[src/rtl/core/bsa_pkg.sv]
`default_nettype none

package bsa_pkg;

  // bitmap word geometry
  localparam int BIT_W     = 5;

  // request codes
  localparam logic [1:0] CMD_ALLOC   = 2'd0;
  localparam logic [1:0] CMD_FREE    = 2'd1;
  localparam logic [1:0] CMD_REALLOC = 2'd2;

  // result codes
  typedef enum logic [2:0] {
    STAT_GRANT          = 3'd0,
    STAT_ALLOC_FALLBACK = 3'd1,
    STAT_RELEASED       = 3'd2,
    STAT_FREE_PASS      = 3'd3,
    STAT_KEPT           = 3'd4,
    STAT_REALLOC_PASS   = 3'd5
  } status_t;

  // control sequencer
  typedef enum logic [2:0] {
    FSM_IDLE,
    FSM_SCAN,
    FSM_DIV,
    FSM_CLR_RD,
    FSM_CLR_WR
  } state_t;

endpackage

`default_nettype wire

[src/rtl/core/bsa_slot_div.sv]
`default_nettype none

// slot of a pool offset by reciprocal multiply: offset latched, then one registered product
module bsa_slot_div #(
  parameter int SLOTS      = 160,
  parameter int SLOT_BYTES = 4096
) (
  input  wire logic                             clk,
  input  wire logic                             rst,
  input  wire logic                             start,
  input  wire logic [$clog2(SLOTS*SLOT_BYTES)-1:0] offset,
  output logic                                  done,
  output logic [$clog2(SLOTS)-1:0]              quotient
);

  localparam int SLOT_W = $clog2(SLOTS);
  localparam int OFF_W  = $clog2(SLOTS * SLOT_BYTES);
  // rounded-up reciprocal, exact for every offset below 2^OFF_W at this shift
  localparam int SHIFT  = OFF_W + $clog2(SLOT_BYTES);
  localparam int RCP_W  = OFF_W + 2;
  localparam int PROD_W = OFF_W + RCP_W;
  localparam logic [63:0] RCP =
    ((64'd1 << SHIFT) + 64'(SLOT_BYTES) - 64'd1) / 64'(SLOT_BYTES);
  localparam logic [RCP_W-1:0] RCP_L = RCP[RCP_W-1:0];

  logic              run;
  logic [OFF_W-1:0]  off_q;
  logic [PROD_W-1:0] prod;

  assign prod = PROD_W'(off_q) * PROD_W'(RCP_L);

  always_ff @(posedge clk) begin
    if (rst) begin
      run  <= 1'b0;
      done <= 1'b0;
    end else begin
      run  <= start;
      done <= run;
    end
  end

  always_ff @(posedge clk) begin
    if (start) begin
      off_q <= offset;
    end
    if (run) begin
      quotient <= prod[SHIFT +: SLOT_W];
    end
  end

endmodule

`default_nettype wire

[src/rtl/core/bitmap_slot_allocator.sv]
// channel    | direction | handshake          | payload
// -----------+-----------+--------------------+-----------------------------------------
// request    | in        | start & !busy      | cmd, request_size, address, address_null
// result     | out       | done (one cycle)   | status, result_address, slot_index
// pool base  | in        | cfg_we             | cfg_wdata
//
// allocate: the request is latched, then one bitmap word checked per cycle from a streamed
//   read of the single read port of the bitmap, up to the first free slot or the last word
// free / reallocate of a pool block: slot found by reciprocal multiply; a kept block
//   answers once the slot is found, a release adds a read and a write-back of one word
// out-of-pool requests and oversize allocates are answered without going busy
// busy drops in the cycle the result is shown, so a new request may follow at once
// rst (synchronous) clears the used map through per-word valid bits and zeroes pool base
// the result cannot be held off: done pulses for exactly one cycle

`default_nettype none

module bitmap_slot_allocator #(
  parameter int SLOTS      = 160,
  parameter int SLOT_BYTES = 4096
) (
  input  wire logic        clk,
  input  wire logic        rst,
  // configuration
  input  wire logic        cfg_we,
  input  wire logic [31:0] cfg_wdata,
  // request
  input  wire logic        start,
  output logic             busy,
  input  wire logic [1:0]  cmd,
  input  wire logic [31:0] request_size,
  input  wire logic [31:0] address,
  input  wire logic        address_null,
  // result
  output logic             done,
  output logic [2:0]       status,
  output logic [31:0]      result_address,
  output logic [7:0]       slot_index
);

  localparam int WORDS  = (SLOTS + 31) / 32;
  localparam int WORD_W = (WORDS > 1) ? $clog2(WORDS) : 1;
  localparam int BIT_W  = bsa_pkg::BIT_W;
  localparam int IDX_W  = WORD_W + BIT_W;
  localparam int SLOT_W = $clog2(SLOTS);
  localparam int SPAN   = SLOTS * SLOT_BYTES;
  localparam int OFF_W  = $clog2(SPAN);

  localparam logic [32:0]       SPAN_L       = 33'(SPAN);
  localparam logic [31:0]       SLOT_BYTES_L = 32'(SLOT_BYTES);
  localparam logic [WORD_W:0]   WORDS_L      = WORDS[WORD_W:0];
  localparam logic [WORD_W-1:0] LAST_WORD    = WORD_W'(WORDS - 1);
  // slots past the end of the pool in the last word count as taken
  localparam logic [31:0] LAST_MASK = (SLOTS % 32 == 0) ? 32'hFFFF_FFFF :
                                      32'((64'd1 << (SLOTS % 32)) - 64'd1);

  bsa_pkg::state_t state, state_next;

  // configuration register
  logic [31:0] pool_base;

  // latched request
  logic [1:0]  cmd_q;
  logic        fits_q;
  logic [31:0] addr_q;
  logic [IDX_W-1:0] slot_q;

  // request decode at accept
  logic        accept;
  logic        is_alloc;
  logic        fits;
  logic [31:0] offset;
  logic        in_pool;

  // bitmap memory and its read side
  logic [31:0]       mem [WORDS];
  logic [WORDS-1:0]  word_valid;
  logic [31:0]       rd_data;
  logic              rd_live;
  logic [31:0]       cur_word;
  logic              rd_en;
  logic [WORD_W-1:0] rd_addr;
  logic              wr_en;
  logic [WORD_W-1:0] wr_addr;
  logic [31:0]       wr_data;

  // scan pipeline: read issue pointer and the word under check
  logic [WORD_W:0]   rd_ptr;
  logic              scan_more;
  logic              scan_issue;
  logic              chk_vld;
  logic [WORD_W-1:0] chk_idx;
  logic [31:0]       free_bits;
  logic              found;
  logic [BIT_W-1:0]  free_bit;
  logic [IDX_W-1:0]  grant_slot;
  logic [31:0]       grant_addr;
  logic              scan_last;

  // slot divider
  logic              div_start;
  logic              div_done;
  logic [SLOT_W-1:0] div_q;
  logic [IDX_W-1:0]  div_slot;
  logic              div_clear;

  // result staging
  logic                 res_fire;
  bsa_pkg::status_t     res_status;
  logic [31:0]          res_addr;
  logic [IDX_W-1:0]     res_slot;

  assign busy     = (state != bsa_pkg::FSM_IDLE);
  assign accept   = start && !busy;
  assign is_alloc = (cmd == bsa_pkg::CMD_ALLOC) ||
                    ((cmd == bsa_pkg::CMD_REALLOC) && address_null);
  assign fits     = (request_size <= SLOT_BYTES_L);
  assign offset   = address - pool_base;
  // membership against the untruncated end of the pool
  assign in_pool  = (address >= pool_base) && ({1'b0, offset} < SPAN_L);

  // unwritten words read as all free
  assign cur_word = rd_live ? rd_data : 32'd0;

  assign scan_more  = (rd_ptr < WORDS_L);
  assign scan_issue = (state == bsa_pkg::FSM_SCAN) && scan_more;
  assign scan_last  = (chk_idx == LAST_WORD);

  // lowest free slot of the checked word
  assign free_bits = ~cur_word & (scan_last ? LAST_MASK : 32'hFFFF_FFFF);
  assign found     = |free_bits;

  always_comb begin
    free_bit = '0;
    for (int i = 31; i >= 0; i--) begin
      if (free_bits[i]) begin
        free_bit = BIT_W'(i);
      end
    end
  end

  assign grant_slot = {chk_idx, free_bit};
  // granted address wraps modulo 2^32
  assign grant_addr = pool_base + 32'(32'(grant_slot) * SLOT_BYTES_L);

  assign div_slot  = IDX_W'(div_q);
  // free, or a reallocate that outgrows its block, clears the slot bit
  assign div_clear = (cmd_q == bsa_pkg::CMD_FREE) || !fits_q;

  bsa_slot_div #(
    .SLOTS      (SLOTS),
    .SLOT_BYTES (SLOT_BYTES)
  ) u_div (
    .clk      (clk),
    .rst      (rst),
    .start    (div_start),
    .offset   (offset[OFF_W-1:0]),
    .done     (div_done),
    .quotient (div_q)
  );

  // next state
  always_comb begin
    state_next = state;
    case (state)
      bsa_pkg::FSM_IDLE: begin
        if (accept) begin
          if (is_alloc) begin
            if (fits) begin
              state_next = bsa_pkg::FSM_SCAN;
            end
          end else if ((cmd inside {bsa_pkg::CMD_FREE, bsa_pkg::CMD_REALLOC}) &&
                       in_pool) begin
            state_next = bsa_pkg::FSM_DIV;
          end
        end
      end
      bsa_pkg::FSM_SCAN: begin
        if (chk_vld && (found || scan_last)) begin
          state_next = bsa_pkg::FSM_IDLE;
        end
      end
      bsa_pkg::FSM_DIV: begin
        if (div_done) begin
          state_next = div_clear ? bsa_pkg::FSM_CLR_RD : bsa_pkg::FSM_IDLE;
        end
      end
      bsa_pkg::FSM_CLR_RD: begin
        state_next = bsa_pkg::FSM_CLR_WR;
      end
      bsa_pkg::FSM_CLR_WR: begin
        state_next = bsa_pkg::FSM_IDLE;
      end
      default: begin
        state_next = bsa_pkg::FSM_IDLE;
      end
    endcase
  end

  // datapath control and result staging
  always_comb begin
    rd_en      = 1'b0;
    rd_addr    = rd_ptr[WORD_W-1:0];
    wr_en      = 1'b0;
    wr_addr    = chk_idx;
    wr_data    = cur_word;
    div_start  = 1'b0;
    res_fire   = 1'b0;
    res_status = bsa_pkg::STAT_GRANT;
    res_addr   = 32'd0;
    res_slot   = '0;
    case (state)
      bsa_pkg::FSM_IDLE: begin
        if (accept) begin
          if (is_alloc) begin
            if (!fits) begin
              res_fire   = 1'b1;
              res_status = bsa_pkg::STAT_ALLOC_FALLBACK;
            end
          end else if (cmd inside {bsa_pkg::CMD_FREE, bsa_pkg::CMD_REALLOC}) begin
            if (in_pool) begin
              div_start = 1'b1;
            end else begin
              res_fire   = 1'b1;
              res_status = (cmd == bsa_pkg::CMD_FREE) ? bsa_pkg::STAT_FREE_PASS :
                                                        bsa_pkg::STAT_REALLOC_PASS;
            end
          end
        end
      end
      bsa_pkg::FSM_SCAN: begin
        rd_en = scan_more;
        if (chk_vld) begin
          if (found) begin
            wr_en      = 1'b1;
            wr_addr    = chk_idx;
            wr_data    = cur_word | (32'd1 << free_bit);
            res_fire   = 1'b1;
            res_status = bsa_pkg::STAT_GRANT;
            res_addr   = grant_addr;
            res_slot   = grant_slot;
          end else if (scan_last) begin
            res_fire   = 1'b1;
            res_status = bsa_pkg::STAT_ALLOC_FALLBACK;
          end
        end
      end
      bsa_pkg::FSM_DIV: begin
        // a reallocate that still fits keeps its address exactly as given
        if (div_done && !div_clear) begin
          res_fire   = 1'b1;
          res_status = bsa_pkg::STAT_KEPT;
          res_addr   = addr_q;
          res_slot   = div_slot;
        end
      end
      bsa_pkg::FSM_CLR_RD: begin
        rd_en   = 1'b1;
        rd_addr = slot_q[IDX_W-1:BIT_W];
      end
      bsa_pkg::FSM_CLR_WR: begin
        wr_en    = 1'b1;
        wr_addr  = slot_q[IDX_W-1:BIT_W];
        wr_data  = cur_word & ~(32'd1 << slot_q[BIT_W-1:0]);
        res_fire = 1'b1;
        if (cmd_q == bsa_pkg::CMD_FREE) begin
          res_status = bsa_pkg::STAT_RELEASED;
          res_slot   = slot_q;
        end else begin
          res_status = bsa_pkg::STAT_ALLOC_FALLBACK;
        end
      end
      default: begin
        rd_en = 1'b0;
      end
    endcase
  end

  // control registers
  always_ff @(posedge clk) begin
    if (rst) begin
      state      <= bsa_pkg::FSM_IDLE;
      pool_base  <= 32'd0;
      word_valid <= '0;
      done       <= 1'b0;
      chk_vld    <= 1'b0;
      rd_ptr     <= '0;
    end else begin
      state   <= state_next;
      done    <= res_fire;
      chk_vld <= scan_issue;
      if (cfg_we) begin
        pool_base <= cfg_wdata;
      end
      if (wr_en) begin
        word_valid[wr_addr] <= 1'b1;
      end
      if (accept) begin
        rd_ptr <= '0;
      end else if (scan_issue) begin
        rd_ptr <= rd_ptr + (WORD_W + 1)'(1);
      end
    end
  end

  // payload registers
  always_ff @(posedge clk) begin
    if (accept) begin
      cmd_q  <= cmd;
      fits_q <= fits;
      addr_q <= address;
    end
    if (scan_issue) begin
      chk_idx <= rd_ptr[WORD_W-1:0];
    end
    if (state == bsa_pkg::FSM_DIV && div_done) begin
      slot_q <= div_slot;
    end
    if (res_fire) begin
      status         <= res_status;
      result_address <= res_addr;
      slot_index     <= 8'(res_slot);
    end
  end

  // used-bit map, one synchronous read port and one write port
  always_ff @(posedge clk) begin
    if (wr_en) begin
      mem[wr_addr] <= wr_data;
    end
    if (rd_en) begin
      rd_data <= mem[rd_addr];
      rd_live <= word_valid[rd_addr];
    end
  end

  // a result always closes the request, so the block is free while it shows
  a_done_idle: assert property (@(posedge clk) disable iff (rst)
    done |-> !busy)
    else $error("result shown while a request is still in progress");

  // a grant flips exactly one free bit of the word it read
  a_grant_one_bit: assert property (@(posedge clk) disable iff (rst)
    (wr_en && state == bsa_pkg::FSM_SCAN) |-> ($countones(wr_data ^ cur_word) == 1))
    else $error("grant write-back changes other than one bit");

  // the divider only finishes while the sequencer waits for it
  a_div_in_step: assert property (@(posedge clk) disable iff (rst)
    div_done |-> (state == bsa_pkg::FSM_DIV))
    else $error("slot divide finished outside its wait state");

  // clearing always reads the same word it then writes
  a_clear_pair: assert property (@(posedge clk) disable iff (rst)
    (state == bsa_pkg::FSM_CLR_WR) |-> ($past(state) == bsa_pkg::FSM_CLR_RD))
    else $error("clear write-back without its read");

endmodule

`default_nettype wire
[config.mk]
export PLATFORM = sky130hd
export DESIGN_NAME = bitmap_slot_allocator
export DESIGN_NICKNAME = d
export VERILOG_FILES = /design/src/rtl/core/bsa_pkg.sv /design/src/rtl/core/bsa_slot_div.sv /design/src/rtl/core/bitmap_slot_allocator.sv
export SDC_FILE = /design/constraint.sdc
export NUM_CORES = 1
export LEC_CHECK = 0
export ABC_AREA = 1
export ABC_CLOCK_PERIOD_IN_PS = 6400
export BUFFER_PORTS_ARGS = -buffer_cell sky130_fd_sc_hd__buf_2
export CAP_MARGIN = 20
export CORE_ASPECT_RATIO = 0.9
export CORE_MARGIN = 3
export CORE_UTILIZATION = 60
export DETAILED_ROUTE_END_ITERATION = 12
export HOLD_SLACK_MARGIN = 0.08
export PLACE_DENSITY = 0.77
export SYNTH_ARGS = -nofsm -noshare
export SYNTH_HDL_FRONTEND = slang
export SYNTH_SLANG_ARGS = --single-unit
export TNS_END_PERCENT = 30
[constraint.sdc]
create_clock -name clk -period 6.4 [get_ports clk]
set_input_delay 0.32 -clock clk [delete_from_list [all_inputs] [get_ports clk]]
set_output_delay 0.32 -clock clk [all_outputs]
set_load 0.01 [all_outputs]
==> impl_metrics.env, run 1 <==
export IMPL_die_h_um=161.0
export IMPL_cts_max_level=2
export IMPL_layout_drive_gt1_share_pct=13.95
export IMPL_antenna_found_initial=0
export IMPL_holdCritPathClass="in2reg"
export IMPL_final_common_cell="edfxtp_1"
export IMPL_synth_avg_cell_area_um2=10.13
export IMPL_skew_ns=0.02250
export IMPL_clock_sink_count=346
export IMPL_drt_wirelength_per_cell_um=20.09
export IMPL_fin_setup_tns_ns=0
export IMPL_crit_type="reg2reg"
export IMPL_slew_viol_final=0
export IMPL_fp_row_count=56
export IMPL_powerDensity_mw_per_mm2=275.1
export IMPL_gp_congestion=1.006
export IMPL_route_detailed_drc=0
export IMPL_relSlewSlack_pct=34.92
export IMPL_setup_worst_path_start_class="register"
export IMPL_hold_depth=3
export IMPL_numPortBuffers=147
export IMPL_finalCritPeriodShare_pct=81.97
export IMPL_cp_slowest_cell="edfxtp_1"
export IMPL_cpPeakStageDelay_ns=0.83
export IMPL_clkTransAtPathRegs_ns=0.06
export IMPL_synth_cell_type_count=51
export IMPL_die_area_mm2=0.02868
export IMPL_hpwl_um=28470
export IMPL_numCtsBuffers=35
export IMPL_cp_required_ns=6.68
export IMPL_cts_setup_buffers=0
export IMPL_crit_top_cell="nand2_1"
export IMPL_hold_viol=0
export IMPL_synthArstFlopShare_pct=0
export IMPL_area_growth_pct=16.00
export IMPL_synth_cells=1581
export IMPL_final_nets=1910
export IMPL_synth_warnings=0
export IMPL_dr_pass1_iters=6
export IMPL_cp_top_family="simple AND/OR/NAND/NOR gates"
export IMPL_outcome="complete, no violations"
export IMPL_maxCapViolCount=0
export IMPL_syn_area_mm2=0.01601
export IMPL_vias=12630
export IMPL_clock_fmax_ghz=0.1906
export IMPL_drtIter0Drc=1351
export IMPL_core_area_mm2=0.02614
export IMPL_synthFlopType="edfxtp_1"
export IMPL_io_pins=148
export IMPL_grt_usage_pct=30.07
export IMPL_cp_buffers_inverters=2
export IMPL_synth_edf_count=298
export IMPL_drt_total_wl_um=42850
export IMPL_fin_hold_ws_ns=0.09731
export IMPL_yosysSeqAreaShare_pct=61.90
export IMPL_grt_remaining_overflow=0
export IMPL_grt_pass1_wl_um=66930
export IMPL_layout_common_cells="edfxtp_1, nor2_1, nand2_1"
export IMPL_cts_buffer_depth=3
export IMPL_start_util_pct=61.26
export IMPL_fin_ws_ns=1.154
export IMPL_clk_latency_ns=0.52
export IMPL_ir_worst_vdd_v=0.0002233
export IMPL_rsz0062_at_grt="no"
export IMPL_p_leak_nw=7.115
export IMPL_syn_nets=1730
export IMPL_post_route_util_pct=71.06
export IMPL_r2r_worst_path_cells=30
export IMPL_cp_end_kind="register"
export IMPL_critPathMaxFanout=20
export IMPL_viasPerCell=5.919
export IMPL_finalSetupViolations=0
export IMPL_place_ws_ns=1.274
export IMPL_arrival_ns=5.52
export IMPL_fp_dieW_um=178.2
export IMPL_finalNonFillerCells=2133
export IMPL_placedCellCount=2035
export IMPL_grt_pass1_vias=12370
export IMPL_grt_max_degree=69
export IMPL_period_minus_slack_ns=5.246
export IMPL_ant_nets=0
export IMPL_antenna_diode_count=0
export IMPL_cp_num_cells=30
export IMPL_cts_tree="yes"
export IMPL_ctsRootBufferMaster="clkbuf_16"
export IMPL_ys_ff_latch=346
export IMPL_worst_pin_slew_ns=0.9751
[layer usage]
layer	part of all wire (%)	GRT usage [%]	vias up	routed length [µm]
met1	43	44.53	6037	18530
met5	0	0	-	0
met4	2.0	7.542	0	873
li1	-	-	5920	-
met3	8.6	4.444	82	3688
met2	46	47.37	586	19760
[worst min-delay path, cell delays in order]
cell,delay (ns)
buf_2,0.07
o21ai_0,0.07
a21oi_1,0.11
[cells by family after synthesis]
family,Yosys count,share of synthesized area (%)
compound gates,368,13.05
xor+xnor,20,1.094
fa+ha+maj,46,3.642
buf+inv,197,4.744
flops,346,61.90
simple gates,604,15.57
[through the flow]
step                      cell area (µm²)  total power, mW
after floorplan                     16010            2.964
after global placement              17110            3.140
after detailed placement            17110            3.153
after CTS                           18560            5.119
after global routing                18570            5.287
final                               18570            5.108
[synth_stat cells, types with 5 or more instances]
cell / number / share of area, %
edfxtp_1: 298 / 56
nor2_1: 262 / 6.1
nand2_1: 240 / 5.6
o21ai_0: 179 / 5.6
inv_1: 132 / 3.1
a21oi_1: 79 / 2.5
clkbuf_1: 50 / 1.2
dfxtp_1: 48 / 6.0
ha_1: 45 / 3.5
a31oi_1: 37 / 1.4
nand4_1: 31 / 1.2
nand3_1: 23 / 0.72
nor3_1: 16 / 0.50
o211ai_1: 13 / 0.61
xor2_1: 12 / 0.66
nor4_1: 10 / 0.39
o21bai_1: 10 / 0.47
a22oi_1: 8 / 0.38
xnor2_1: 8 / 0.44
a32o_1: 7 / 0.44
inv_2: 7 / 0.16
nor2_2: 7 / 0.27
nand2_2: 6 / 0.23
o22ai_1: 5 / 0.20
o31ai_1: 5 / 0.23
[power breakdown]
| part | leakage [nW] | switching (mW) | internal [mW] |
|---|---|---|---|
| Sequential | 3.16 | 0.0403 | 2.55 |
| Clock | 0.531 | 0.820 | 1.15 |
| Combinational | 3.43 | 0.360 | 0.191 |
[layout make-up]
| type | instances | area, µm² |
|---|---|---|
| fillers | 1894 | 7565 |
| inverters | 141 | 529.3 |
| repair buffers | 199 | 1219 |
| multi-input cells | 1038 | 5389 |
| clock inverters | 13 | 111.4 |
| flip-flops and latches | 346 | 9910 |
| clock buffers | 48 | 977.2 |
| well taps | 348 | 435.4 |
[sequential cells by signal (all words and copies together), names as in the netlist]
signal,count
slot_q,8
u_div.run,1
rd_data,32
u_div.done,1
u_div.off_q,8
word_valid,5
chk_vld,1
slot_index,8
result_address,32
pool_base,32
fits_q,1
cmd_q,2
state,3
chk_idx,3
mem,160
u_div.quotient,8
addr_q,32
status,3
done,1
rd_ptr,4
rd_live,1
[final timing paths]
path / start / endpoint / slack, ns
setup reg to reg: rd_live$_DFFE_PP_ / result_address[30]$_DFFE_PP_ / 1.15
setup / recovery: rd_live$_DFFE_PP_ / result_address[30]$_DFFE_PP_ / 1.15
hold reg to reg: u_div.off_q[16]$_DFFE_PP_ / u_div.quotient[4]$_DFFE_PP_ / 0.42
hold / removal: cfg_wdata[6] / pool_base[6]$_SDFFE_PP0P_ / 0.1
[timing repair]
action                                  4_1_cts  5_1_grt
endpoints found under the setup margin        0        0
hold buffers                                 36        1
gates resized for setup                       0        0
endpoints found under the hold margin        36        1
Power figures use the tool's default switching activity.
==> run 2: changes to the inputs <==
--- a/config.mk
+++ b/config.mk
@@ -5,16 +5,16 @@
 export SDC_FILE = /design/constraint.sdc
 export NUM_CORES = 1
 export LEC_CHECK = 0
-export ABC_AREA = 1
-export ABC_CLOCK_PERIOD_IN_PS = 6400
+export ABC_AREA = 0
+export ABC_CLOCK_PERIOD_IN_PS = 4800
 export BUFFER_PORTS_ARGS = -buffer_cell sky130_fd_sc_hd__buf_2
 export CAP_MARGIN = 20
 export CORE_ASPECT_RATIO = 0.9
 export CORE_MARGIN = 3
-export CORE_UTILIZATION = 60
+export CORE_UTILIZATION = 54
 export DETAILED_ROUTE_END_ITERATION = 12
 export HOLD_SLACK_MARGIN = 0.08
-export PLACE_DENSITY = 0.77
+export PLACE_DENSITY = 0.73
 export SYNTH_ARGS = -nofsm -noshare
 export SYNTH_HDL_FRONTEND = slang
 export SYNTH_SLANG_ARGS = --single-unit
==> constraint.sdc (replaced) <==
create_clock -name clk -period 4.8 [get_ports clk]
set_input_delay 0.24 -clock clk [delete_from_list [all_inputs] [get_ports clk]]
set_output_delay 0.24 -clock clk [all_outputs]
set_load 0.01 [all_outputs]
==> impl_metrics.env, run 2 <==
export IMPL_cp_end_kind="register"
export IMPL_rsz0062_at_grt="no"
export IMPL_grt_pass1_vias=11400
export IMPL_cp_required_ns=5.04
export IMPL_netlist_area_leader_share_pct=55.81
export IMPL_synth_warnings=0
export IMPL_drt_total_wl_um=40780
export IMPL_crit_type="reg2reg"
export IMPL_final_common_cell="edfxtp_1"
export IMPL_grt_remaining_overflow=0
export IMPL_synth_most_common_cell="edfxtp_1"
export IMPL_viasPerCell=6.001
export IMPL_cp_buffers_inverters=1
export IMPL_holdCritPathClass="in2reg"
export IMPL_finalCritPeriodShare_pct=90.34
export IMPL_placedCellCount=1745
export IMPL_globalRouteMet2Util_pct=42.08
export IMPL_die_h_um=169.5
export IMPL_outcome="complete, no violations"
export IMPL_cts_resized=0
export IMPL_reg2reg_to="result_address[29]$_DFFE_PP_"
export IMPL_numPortBuffers=147
export IMPL_clkTransAtPathRegs_ns=0.06
export IMPL_clk_latency_ns=0.52
export IMPL_clock_sink_count=346
export IMPL_synth_edf_count=298
export IMPL_slew_viol_final=0
export IMPL_yosysTopAreaCell="edfxtp_1"
export IMPL_synth_avg_cell_area_um2=13.09
export IMPL_route_detailed_drc=0
export IMPL_layout_common_cells="edfxtp_1, buf_2, nand2_1"
export IMPL_finalNonFillerCells=1879
export IMPL_cp_num_cells=18
export IMPL_antenna_diode_count=0
export IMPL_setup_worst_path_start_class="register"
export IMPL_crit_chain="nand3_1, a31o_2, a31oi_1, o211ai_1, a31oi_1, or2_2, a311oi_2, buf_4, ha_1, a21o_1, a21o_1, nand2_1, a211oi_1, o31ai_1, nand3_1, nand4_1, xnor2_1, o21ai_0"
export IMPL_grt_pass1_wl_um=63800
export IMPL_p_leak_nw=6.989
export IMPL_cts_setup_buffers=0
export IMPL_synthArstFlopShare_pct=0
export IMPL_area_growth_pct=19.97
export IMPL_dr_pass1_iters=7
export IMPL_layout_drive_gt1_share_pct=20.77
export IMPL_final_nets=1606
export IMPL_io_pins=148
export IMPL_cts_buffer_depth=3
export IMPL_regMostFlops="mem"
export IMPL_syn_nets=1374
export IMPL_r2r_worst_path_cells=18
export IMPL_grt_most_used_layer="met2"
export IMPL_gp_congestion=0.9322
export IMPL_hold_viol=0
export IMPL_cp_slowest_cell="edfxtp_1"
export IMPL_fin_setup_tns_ns=0
export IMPL_grt_usage_pct=25.61
export IMPL_syn_area_mm2=0.01604
export IMPL_period_minus_slack_ns=4.336
export IMPL_largest_register_ffs=160
export IMPL_yosysSeqAreaShare_pct=61.80
export IMPL_drtIter0Drc=1196
export IMPL_worst_pin_slew_ns=1.117
export IMPL_clock_fmax_ghz=0.2306
export IMPL_synth_area_leaders="edfxtp_1, dfxtp_1, mux4_2"
export IMPL_cts_hold_buffers=67
export IMPL_synth_cell_type_count=76
export IMPL_cp_startpoint="rd_live$_DFFE_PP_"
export IMPL_fp_row_count=59
export IMPL_drt_wirelength_per_cell_um=21.70
export IMPL_ctsRootBufferMaster="clkbuf_16"
export IMPL_met3_usage_pct=5.019
export IMPL_grt_max_degree=47
export IMPL_n_fill_cell=2078
export IMPL_grt_use_met1_pct=34.55
export IMPL_cts_max_level=2
export IMPL_cpPeakStageDelay_ns=0.56
export IMPL_fin_hold_ws_ns=0.1230
export IMPL_synthFlopType="edfxtp_1"
export IMPL_start_util_pct=55.13
export IMPL_endpoint="result_address[29]$_DFFE_PP_"
export IMPL_cts_tree="yes"
export IMPL_finalSetupViolations=0
export IMPL_worst_r2r_setup_slack_ns=0.46
export IMPL_maxCapViolCount=0
export IMPL_synth_cells=1225
export IMPL_ant_nets=0
export IMPL_powerDensity_mw_per_mm2=384.5
export IMPL_numCtsBuffers=37
export IMPL_fp_dieW_um=187.6
export IMPL_ys_ff_latch=346
export IMPL_die_area_mm2=0.03180
export IMPL_arrival_ns=4.58
export IMPL_cp_top_family="compound AO/OA/AOI/OAI gates"
export IMPL_core_area_mm2=0.02909
export IMPL_vias=11280
export IMPL_critPathMaxFanout=13
export IMPL_synthTopCellsByCount="edfxtp_1, nand2_1, nor2_1"
export IMPL_ir_worst_vdd_v=0.0003194
export IMPL_relSlewSlack_pct=24.94
export IMPL_hpwl_um=26430
export IMPL_skew_ns=0.01872
export IMPL_r2r_start="rd_live$_DFFE_PP_"
export IMPL_antenna_found_initial=0
==> run 2: cell types whose count changed in the layout (fill, tap and decap cells not counted), sizes merged, moves of 30 or more <==
| cell | before | now |
|---|---|---|
| a21oi | 79 | 36 |
| a31oi | 37 | 5 |
| dlygate4sd3 | 37 | 67 |
| inv | 139 | 63 |
| mux2 | 0 | 32 |
| mux2i | 0 | 38 |
| mux4 | 0 | 33 |
| nand2 | 246 | 97 |
| nor2 | 270 | 91 |
| o21ai | 185 | 83 |
==> run 2: worst min-delay path by stage <==
stage | from | slack [ns] | end | cells past startpoint
floorplan | address[0] | 0.34 | addr_q[0]$_DFFE_PP_ | 0
global placement | u_div.off_q[14]$_DFFE_PP_ | 0.40 | u_div.quotient[2]$_DFFE_PP_ | 0
detailed placement | u_div.off_q[13]$_DFFE_PP_ | 0.40 | u_div.quotient[1]$_DFFE_PP_ | 0
CTS | start | 0.1 | status[0]$_DFFE_PP_ | 3
global route | start | 0.13 | status[0]$_DFFE_PP_ | 3
finish | request_size[16] | 0.12 | fits_q$_DFFE_PP_ | 3
==> run 2: kinds of logic (layout without fill, tap and decap cells) <==
| group | after synthesis | after routing | synth area share, % |
|---|---|---|---|
| and+or+nand+nor | 339 | 339 | 10.23 |
| buffers and inverters | 105 | 363 | 2.536 |
| adders and majority gates | 46 | 46 | 3.636 |
| AOI/OAI and AO/OA | 250 | 250 | 10.58 |
| DFF | 346 | 346 | 61.80 |
| xor gates and xnor gates | 36 | 36 | 1.966 |
| muxes | 103 | 103 | 9.254 |
==> run 2: per-layer routing <==
layer | vias to the layer above | part of all wire, %
li1 | 5156 | -
met1 | 5531 | 42
met5 | - | 0
met2 | 505 | 48
met3 | 84 | 7.4
met4 | 0 | 3.1
==> run 2: where the power goes <==
group	internal, mW	switching, mW	leakage (nW)
registers	3.53	0.122	3.15
clock network	1.59	1.12	0.561
logic	0.413	0.620	3.27
total	5.53	1.86	6.99
==> run 2: worst reg2reg max path, cell delays in order, from the launching register on <==
cell and delay [ns]:
edfxtp_1 0.56, nand3_1 0.14, a31o_2 0.11, a31oi_1 0.08
o211ai_1 0.21, a31oi_1 0.10, or2_2 0.29, a311oi_2 0.34
buf_4 0.23, ha_1 0.24, a21o_1 0.16, a21o_1 0.20
nand2_1 0.09, a211oi_1 0.06, o31ai_1 0.42, nand3_1 0.36
nand4_1 0.26, xnor2_1 0.13, o21ai_0 0.08
==> run 2: cell type report <==
class,instances,area [µm²],area share (%)
sequential,346,9910,51.51
multi-input combinational,774,5832,30.32
timing repair buffer,236,1624,8.442
clock buffer,47,1006,5.229
tap,396,495.5,2.576
inverter,62,232.7,1.210
clock inverter,18,137.6,0.7154
==> run 2: through the flow <==
step	power (mW)	worst slack, ns	utilization (%)	cell area, µm²
after floorplan	4.312	0.6559	-	16040
after global placement	4.667	0.6445	59.76	17380
after detailed placement	4.680	0.5617	59.76	17380
after CTS	7.424	0.5118	65.99	19190
after global routing	7.669	0.05180	66.14	19240
final	7.397	0.4637	66.14	19240
